### src/rtl/msp_pkg.sv
package msp_pkg;

    localparam logic [7:0] REALTIME_MASK = 8'hF8;
    localparam logic [7:0] SYSTEM_MASK   = 8'hF0;
    localparam logic [7:0] STATUS_FLAG   = 8'h80;
    localparam logic [7:0] CHANNEL_MASK  = 8'h0F;

    localparam logic [3:0] KIND_NOTE_OFF      = 4'h8;
    localparam logic [3:0] KIND_NOTE_ON       = 4'h9;
    localparam logic [3:0] KIND_PROG_CHANGE   = 4'hC;
    localparam logic [3:0] KIND_CHAN_PRESSURE = 4'hD;

    typedef struct packed {
        logic [7:0] running_status;
        logic       pending;
        logic [6:0] first_data;
    } parser_state_t;

    typedef struct packed {
        logic       valid;
        logic [7:0] status;
        logic [6:0] data1;
        logic [6:0] data2;
    } parser_msg_t;

endpackage

### src/rtl/msp_decode.sv
module msp_decode (
    input  logic [7:0]             in_byte,
    input  logic [3:0]             rx_channel,
    input  msp_pkg::parser_state_t state_cur,
    output msp_pkg::parser_state_t state_next,
    output msp_pkg::parser_msg_t   msg
);
    import msp_pkg::*;

    logic [3:0] kind;
    logic [3:0] channel;
    logic [6:0] data_in;
    logic       chan_match;
    logic       one_data;

    assign kind       = state_cur.running_status[7:4];
    assign channel    = state_cur.running_status[3:0];
    assign data_in    = in_byte[6:0];
    assign chan_match = (channel == rx_channel);
    assign one_data   = kind inside {KIND_PROG_CHANGE, KIND_CHAN_PRESSURE};

    always_comb
    begin
        state_next = state_cur;
        msg        = '0;
        if ((in_byte & STATUS_FLAG) != 8'h00)
        begin
            if ((in_byte & REALTIME_MASK) == REALTIME_MASK)
            begin
                // pass real-time straight through
                msg.valid  = 1'b1;
                msg.status = in_byte;
            end
            else if ((in_byte & SYSTEM_MASK) == SYSTEM_MASK)
            begin
                state_next.running_status = 8'h00;
                state_next.pending        = 1'b0;
            end
            else
            begin
                state_next.running_status = in_byte;
                state_next.pending        = 1'b0;
            end
        end
        else if (state_cur.running_status != 8'h00)
        begin
            if (one_data)
            begin
                state_next.pending = 1'b0;
                msg.valid          = chan_match;
                msg.status         = state_cur.running_status;
                msg.data1          = data_in;
            end
            else if (!state_cur.pending)
            begin
                state_next.first_data = data_in;
                state_next.pending    = 1'b1;
            end
            else
            begin
                state_next.pending = 1'b0;
                msg.valid          = chan_match;
                msg.data1          = state_cur.first_data;
                msg.data2          = data_in;
                if (kind == KIND_NOTE_ON && data_in == 7'd0)
                begin
                    msg.status = {KIND_NOTE_OFF, channel};
                end
                else
                begin
                    msg.status = state_cur.running_status;
                end
            end
        end
    end

endmodule

### src/rtl/midi_stream_parser.sv
// Channel   Handshake              Payload
// input     in_valid / in_stall    in_byte
// output    out_valid / out_stall  msg_status, msg_data1, msg_data2
// config    cfg_wr_en              cfg_wr_data (receive channel)
//
// One byte a cycle sustained while the result is not stalled; an accepted
// byte waits in the input register, then goes through decode into the result
// register. Reset clears the running status and both valid flags. A stalled
// result holds the decode stage; the input register then stalls the source.
module midi_stream_parser (
    input  logic       clk,
    input  logic       rst_n,
    input  logic       cfg_wr_en,
    input  logic [3:0] cfg_wr_data,
    input  logic       in_valid,
    output logic       in_stall,
    input  logic [7:0] in_byte,
    output logic       out_valid,
    input  logic       out_stall,
    output logic [7:0] msg_status,
    output logic [6:0] msg_data1,
    output logic [6:0] msg_data2
);
    import msp_pkg::*;

    logic [3:0]    rx_channel_reg;
    logic          in_valid_reg;
    logic [7:0]    in_byte_reg;
    parser_state_t state_reg;
    parser_state_t state_next;
    parser_msg_t   msg_next;
    parser_msg_t   out_reg;
    logic          advance;

    msp_decode u_decode (
        .in_byte    (in_byte_reg),
        .rx_channel (rx_channel_reg),
        .state_cur  (state_reg),
        .state_next (state_next),
        .msg        (msg_next)
    );

    assign advance  = !(out_reg.valid && out_stall);
    assign in_stall = in_valid_reg && !advance;

    always_ff @(posedge clk or negedge rst_n)
    begin
        if (!rst_n)
        begin
            rx_channel_reg <= 4'd0;
            in_valid_reg   <= 1'b0;
            in_byte_reg    <= 8'h00;
            out_reg        <= '0;
            state_reg      <= '0;
        end
        else
        begin
            if (cfg_wr_en)
            begin
                rx_channel_reg <= cfg_wr_data;
            end
            if (!in_stall)
            begin
                in_valid_reg <= in_valid;
                if (in_valid)
                begin
                    in_byte_reg <= in_byte;
                end
            end
            if (advance)
            begin
                out_reg.valid <= in_valid_reg && msg_next.valid;
                if (in_valid_reg)
                begin
                    state_reg      <= state_next;
                    out_reg.status <= msg_next.status;
                    out_reg.data1  <= msg_next.data1;
                    out_reg.data2  <= msg_next.data2;
                end
            end
        end
    end

    assign out_valid  = out_reg.valid;
    assign msg_status = out_reg.status;
    assign msg_data1  = out_reg.data1;
    assign msg_data2  = out_reg.data2;

endmodule

### config.mk
export PLATFORM = sky130hd
export DESIGN_NAME = midi_stream_parser
export DESIGN_NICKNAME = d
export VERILOG_FILES = /design/src/rtl/msp_pkg.sv /design/src/rtl/msp_decode.sv /design/src/rtl/midi_stream_parser.sv
export SDC_FILE = /design/constraint.sdc
export NUM_CORES = 1
export LEC_CHECK = 0
export BUFFER_PORTS_ARGS = -buffer_cell sky130_fd_sc_hd__buf_2
export CAP_MARGIN = 20
export CORE_MARGIN = 2
export CORE_UTILIZATION = 40
export CTS_BUF_LIST = sky130_fd_sc_hd__clkbuf_4
export DETAILED_ROUTE_END_ITERATION = 12
export PLACE_DENSITY = 0.61
export REMOVE_ABC_BUFFERS = 1
export SLEW_MARGIN = 25
export SYNTH_ARGS = -nofsm -noshare
export SYNTH_HDL_FRONTEND = slang
export SYNTH_SLANG_ARGS = --single-unit
### constraint.sdc
create_clock -name clk -period 1.45 [get_ports clk]
set_clock_uncertainty 0.05 [all_clocks]
set_input_delay 0.145 -clock clk [delete_from_list [all_inputs] [get_ports clk]]
set_output_delay 0.145 -clock clk [all_outputs]
set_load 0.005 [all_outputs]
==> out/qor.csv, run 1 <==
stage,metric,value,unit
outcome,status,finished with violations,
outcome,violations,negative setup slack,
clock_tree,cts_num_sinks,52,
global_route,grt.overflow.total,0,
global_route,grt_max_degree,53,
hold_path,hp-class,primary input to flop,
power,p_int,0.00312,W
die,start_util,0.413,
sta,rsz0062_at_grt,yes,
global_route,grt_pass1_vias,1829,
power,seq_power_share,0.456,
worst_setup_path,cp-start-kind,flop,
clock_tree,clockRootBuffer,clkbuf_4,
clock_tree,clk_latency,360,ps
global_route,grt.total_usage,0.184,
synth,avgSynthCellArea,12.6,µm²
sta,finalSetupTns,-1350,ps
worst_setup_path,r2r-start,state_reg[14],
routing,vias,1797,
synth,synth.most_common_cell,dfrtp_1,
worst_setup_path,worstReg2RegEnd,state_reg[2],
worst_setup_path,startpoint,state_reg[14],
worst_setup_path,ff2ff_setup_slack,-140,ps
synth,synth_area,0.00226,mm²
sta,drv_slew,0,
sta,fmax,628,MHz
routing,wl,5350,µm
power,finalPower,0.00474,W
synth,async_reset_ff_frac,1.00,
cells_and_area,nets,296,
synth,ys_warn_count,0,
placed_design,portBuffers,40,
cells_and_area,area_growth,40.7,%
global_route,use_met3,0.0375,
worst_setup_path,crit_chain,"nor4_4, buf_4, nand2_4, nand4_4, mux2_4",
worst_setup_path,path_class,flop to flop,
cells_and_area,drive_gt1_frac,0.496,
cells_and_area,nFillCells,481,
cells_and_area,diodes,0,
cells_and_area,stdcell_area,0.00318,mm²
worst_setup_path,worstPathRequired,1660,ps
worst_setup_path,cp.arrival,1800,ps
synth,synthTopCellsByCount,"52 x dfrtp_1, 18 x mux2_2, 16 x nand2_1",
placed_design,pre_cts_ws,-122,ps
sta,setup_viol,16,
worst_setup_path,crit_slowest_cell,dfrtp_2,
placed_design,hpwl,3690,µm
worst_setup_path,crit_end,state_reg[2],
placed_design,place.gp.congestion,0.793,
synth,seq_area_frac_synth,0.576,
placed_design,placedInstanceArea,0.00285,mm²
global_route,grt_pass1_wl,8940,µm
cells_and_area,largest_reg_flops,16,
worst_setup_path,cp-end-kind,flop,
global_route,met1_usage,0.259,
sta,fin_crit_sh,1.10,
global_route,top_usage_layer,met2,
sta,relSlewSlack,0.696,
global_route,met2_usage,0.296,
sta,hold_ws,24.9,ps
worst_setup_path,crit_fanout,8,
synth,synth_top_area_cell,dfrtp_1,
routing,viasPerCell,5.11,
power,p_comb_frac,0.413,
clock_tree,cts_max_level,2,
die,die_y,79.1,µm
sta,hold_viol,0,
die,die_w,79.1,µm
sta,finalWorstSetupSlack,-144,ps
power,pwr_density_cell,1490,mW/mm²
power,p_sw,0.00162,W
job,drv_cap,0,
synth,yosysTopAreaCellShare,0.576,
global_route,antenna_found_initial,0,
synth,synth_edf_count,0,
power,swShare,0.343,
routing,first_pass_iters,4,
worst_setup_path,cpPeakStageDelay,460,ps
routing,ant_nets,0,
power,clockPowerShare,0.132,
clock_tree,tritoncts,yes,
synth,synth_flop_cell,dfrtp_1,
routing,drc_errors,0,
clock_tree,numCtsBuffers,5,
synth,synth-seq-cells,52,
die,coreArea,0.00547,mm²
die,ios,41,
synth,ys_types,39,
synth,synthTopCellsByArea,"dfrtp_1 58%, mux2_2 9.0%, a22o_1 5.0%, nand2_1 2.7%, mux2i_1 2.2%",
die,dieArea,0.00626,mm²
sta,fin_crit,1590,ps
synth,netlist_instances,179,
clock_tree,clk_pin_slew_worst_paths,140,ps
power,vdd_drop_max,900,µV
clock_tree,cts.path.max_buffers,2,
die,rows,27,
routing,drt-wirelength-per-cell,15.2,µm
routing,drt-initial-drc-count,91,
power,p_leak,1.56,nW
worst_setup_path,ff2ff_path_depth,5,
sta,worst_pin_slew,453,ps
[through the flow]
| stage | std cells | util |
|---|---|---|
| global route | 352 | 0.581 |
| global placement | 327 | 0.521 |
| detailed placement | 327 | 0.521 |
| finish | 352 | 0.581 |
| floorplan | 174 | - |
| CTS | 350 | 0.566 |
[area by class of cell]
| cell class | instances | area [µm²] | area share |
|---|---|---|---|
| Clock buffer | 5 | 37.5 | 0.0118 |
| Clock inverter | 3 | 13.8 | 0.00433 |
| Inverter | 3 | 11.3 | 0.00354 |
| Multi-Input combinational cell | 119 | 1020 | 0.320 |
| Sequential cell | 52 | 1310 | 0.411 |
| Tap cell | 72 | 90.1 | 0.0283 |
| Timing Repair Buffer | 98 | 703 | 0.221 |
[timing repair]
action                                  in CTS  in global routing
gates resized for setup                     13                 20
hold endpoints to repair                    65                  0
endpoints found under the setup margin      19                 38
hold buffers                                14                  0
gates cloned                                 0                  0
buffers inserted                             1                  3
pin swaps                                    8                 18
[cells by family after synthesis]
kind of cell | after synthesis | share of synthesized area
DFF | 52 | 0.576
AOI/OAI and AO/OA | 45 | 0.145
buffers and inverters | 8 | 0.0194
and+or+nand+nor | 46 | 0.126
muxes | 24 | 0.119
xor gates and xnor gates | 4 | 0.0155
[per-layer routing]
metal / routed length [µm] / vias to the layer above
met2: 2550 / 36
li1: - / 867
met5: 0 / -
met4: 45 / 0
met3: 200 / 5
met1: 2560 / 889
[critical path, delay by kind of cell, from the launching register on]
kind | cells | cell delay, ps
and+or+nand+nor | 3 | 490
buffers and inverters | 1 | 170
DFF | 1 | 460
muxes | 1 | 320
[worst min-delay path by stage]
stage / end / depth (start not counted) / start / slack [ps]
2_1_floorplan: in_byte_reg[0] / 0 / rst_n / -200
3_3_place_gp: msg_data1[4] / 2 / rst_n / 110
3_5_place_dp: msg_data1[4] / 2 / rst_n / 110
4_1_cts: rx_channel_reg[2] / 2 / cfg_wr_en / 20
5_1_grt: rx_channel_reg[2] / 2 / cfg_wr_en / 20
6_report: rx_channel_reg[2] / 2 / cfg_wr_en / 20
[placed cells by master, fill, tap and decap left out, drive strengths merged, types with 2 or more instances in the layout]
cell	instances
mux2i	5
nor4	6
buf	84
and2	2
nand3	3
mux2	19
a22o	14
a221oi	3
clkbuf	5
xor2	4
nor2	10
dlygate4sd3	14
o21ai	12
nand2	18
inv	3
dfrtp	52
nand4	2
and3	2
o41ai	2
a31oi	2
a21oi	9
clkinv	3
[power groups by stage]
stage	logic [W]	registers, W	clock network [W]
3_3_place_gp	0.00167	0.00214	0
5_1_grt	0.00214	0.00222	0.000704
6_report	0.00196	0.00216	0.000624
4_1_cts	0.00184	0.00214	0.000639
2_1_floorplan	0.000823	0.00219	0
3_5_place_dp	0.00168	0.00216	0
(Power assumes the default switching activity.)
==> run 2, diff against run 1 <==
Settings changed: CORE_MARGIN 2 to 1, PLACE_DENSITY 0.61 to 0.59.
Clock period 1.45 ns to 1.5 ns, I/O delays scaled along.
==> run 2 against run 1 <==
The flow still finishes with violations (negative setup slack). Final cell count shrank 1.1%. Routed wire length up 2.3%. Critical path depth unchanged. Total power is essentially flat. Non-clock buffer count decreased by 2. Largest cell class unchanged.
==> out/qor.csv, run 2 (same netlist as run 1, synthesis figures left out) <==
stage,metric,value,unit,change
worst_setup_path,crit_fanout,7,,-1
worst_setup_path,cp-end-kind,flop,,
cells_and_area,diodes,0,,unchanged
power,vdd_drop_max,698,µV,-22%
placed_design,portBuffers,40,,unchanged
worst_setup_path,crit_end,msg_data2[5],,
sta,worst_pin_slew,481,ps,+28.9 ps
placed_design,placedInstanceArea,0.00282,mm²,-1.1%
die,ios,41,,unchanged
worst_setup_path,r2r-start,state_reg[14],,
cells_and_area,drive_gt1_frac,0.475,,-0.0216
sta,fin_crit,1560,ps,-31.4 ps
sta,fin_crit_sh,1.04,,-0.0576
outcome,violations,negative setup slack,,
die,coreArea,0.00527,mm²,-3.7%
clock_tree,clk_latency,380,ps,+20 ps
sta,setup_viol,14,,-2
outcome,status,finished with violations,,
cells_and_area,nets,294,,-0.68%
global_route,grt.total_usage,0.199,,+0.0148
global_route,grt_pass1_vias,1877,,+2.6%
worst_setup_path,path_class,flop to flop,,
routing,first_pass_iters,4,,unchanged
worst_setup_path,worstPathRequired,1740,ps,+80 ps
power,p_leak,1.56,nW,+0.32%
clock_tree,clk_pin_slew_worst_paths,150,ps,about the same
sta,hold_ws,28.4,ps,+3.55 ps
clock_tree,cts_max_level,2,,unchanged
cells_and_area,layout_commonest_cell,dfrtp_1,,
worst_setup_path,cp_num_buf_inv,1,,unchanged
power,pwr_density_cell,1490,mW/mm²,about the same
cells_and_area,final_util,0.603,,+0.0223
global_route,grt_pass1_wl,9110,µm,+1.9%
clock_tree,cts.path.max_buffers,2,,unchanged
job,drv_cap,0,,unchanged
routing,drc_errors,0,,unchanged
routing,ant_nets,0,,unchanged
worst_setup_path,cp.depth,5,,unchanged
worst_setup_path,crit_family,simple AND/OR/NAND/NOR gates,,
die,die_w,77.1,µm,-2.5%
worst_setup_path,crit_chain,"nor4_4, buf_4, and2_4, nor4_4, a22o_1",,
clock_tree,numCtsBuffers,5,,unchanged
worst_setup_path,crit_slowest_cell,dfrtp_1,,
worst_setup_path,cp.arrival,1800,ps,about the same
die,start_util,0.429,,+0.0159
die,rows,26,,-3.7%
die,dieArea,0.00595,mm²,-5.0%
worst_setup_path,ff2ff_setup_slack,-60,ps,+80 ps
placed_design,place.gp.congestion,0.848,,+6.9%
clock_tree,tritoncts,yes,,
cells_and_area,final_cell_mix,"50 x dfrtp_1, 40 x buf_2, 38 x buf_4",,
worst_setup_path,worstReg2RegEnd,msg_data2[5],,
die,die_y,77.1,µm,-2.5%
hold_path,hp-class,primary input to flop,,
worst_setup_path,critical_path.most_common_cell,nor4_4,,
routing,viasPerCell,5.16,,+1.0%
global_route,grt_max_degree,53,,unchanged
sta,relSlewSlack,0.677,,-0.0194
placed_design,hpwl,3780,µm,+2.3%
routing,wl,5480,µm,+2.3%
sta,hold_viol,0,,unchanged
cells_and_area,area_growth,40.7,%,unchanged
sta,fmax,640,MHz,+2.0%
routing,vias,1795,,-0.11%
cells_and_area,largest_reg_flops,16,,unchanged
clock_tree,clockRootBuffer,clkbuf_4,,
worst_setup_path,ff2ff_path_depth,5,,unchanged
cells_and_area,stdcell_area,0.00318,mm²,unchanged
worst_setup_path,cpPeakStageDelay,440,ps,-20 ps
global_route,antenna_found_initial,0,,unchanged
worst_setup_path,cp-start-kind,flop,,
clock_tree,cts_num_sinks,52,,unchanged
global_route,grt.overflow.total,0,,unchanged
sta,rsz0062_at_grt,yes,,
sta,finalWorstSetupSlack,-62.1,ps,+81.4 ps
sta,drv_slew,0,,unchanged
cells_and_area,nFillCells,456,,-5.2%
routing,drt-wirelength-per-cell,15.7,µm,+3.5%
worst_setup_path,startpoint,state_reg[14],,
routing,drt-initial-drc-count,66,,-27%
==> run 2: where the power goes <==
group	switching (W)	internal [W]
sequential	0.000289	0.00179
combinational	0.000832	0.00103
clock	0.000452	0.000349
==> run 2: repair_timing <==
item	4_1_cts	5_1_grt
hold buffers	14	1
pin swaps	2	4
hold endpoints to repair	65	1
resized for setup	6	19
endpoints found under the setup margin	18	29
cloned	0	0
setup buffers	2	3
==> run 2: worst min path at each step <==
stage / depth (start not counted) / startpoint / to / slack, ps
2_1_floorplan: 0 / rst_n / in_byte_reg[0] / -200
3_3_place_gp: 2 / rst_n / msg_status[3] / 120
3_5_place_dp: 2 / rst_n / msg_data1[4] / 120
4_1_cts: 2 / cfg_wr_en / rx_channel_reg[3] / 8
5_1_grt: 2 / cfg_wr_en / rx_channel_reg[2] / 20
6_report: 2 / cfg_wr_en / rx_channel_reg[3] / 30
==> run 2: layout make-up <==
cell class / instances / area, µm² / area share
tap: 70 / 87.6 / 0.0276
multi-input combinational: 119 / 1010 / 0.317
timing repair buffer: 96 / 687 / 0.216
inverter: 3 / 11.3 / 0.00354
clock buffer: 5 / 37.5 / 0.0118
sequential: 52 / 1300 / 0.410
clock inverter: 3 / 42.5 / 0.0134
==> run 2: worst register-to-register path, stage by stage (launching register included) <==
cell and delay [ps]:
dfrtp_1 440, nor4_4 380, buf_4 170, and2_4 170, nor4_4 70, a22o_1 200
==> run 2: routing by layer <==
metal	global-route usage	share of wire	vias up
met2	0.326	0.48	30
met4	0.0679	0.018	0
met1	0.255	0.47	888
met3	0.0488	0.026	11
li1	-	-	866
met5	0	0	-
==> run 2: through the flow <==
stage	instances	setup TNS, ps	power, W	setup slack, ps
3_3_place_gp	321	-396	0.00367	-46.9
4_1_cts	345	-538	0.00461	-55.2
3_5_place_dp	321	-746	0.00372	-70.2
5_1_grt	348	-1770	0.00504	-128
2_1_floorplan	174	-1920	0.00291	-154
6_report	348	-767	0.00474	-62.1
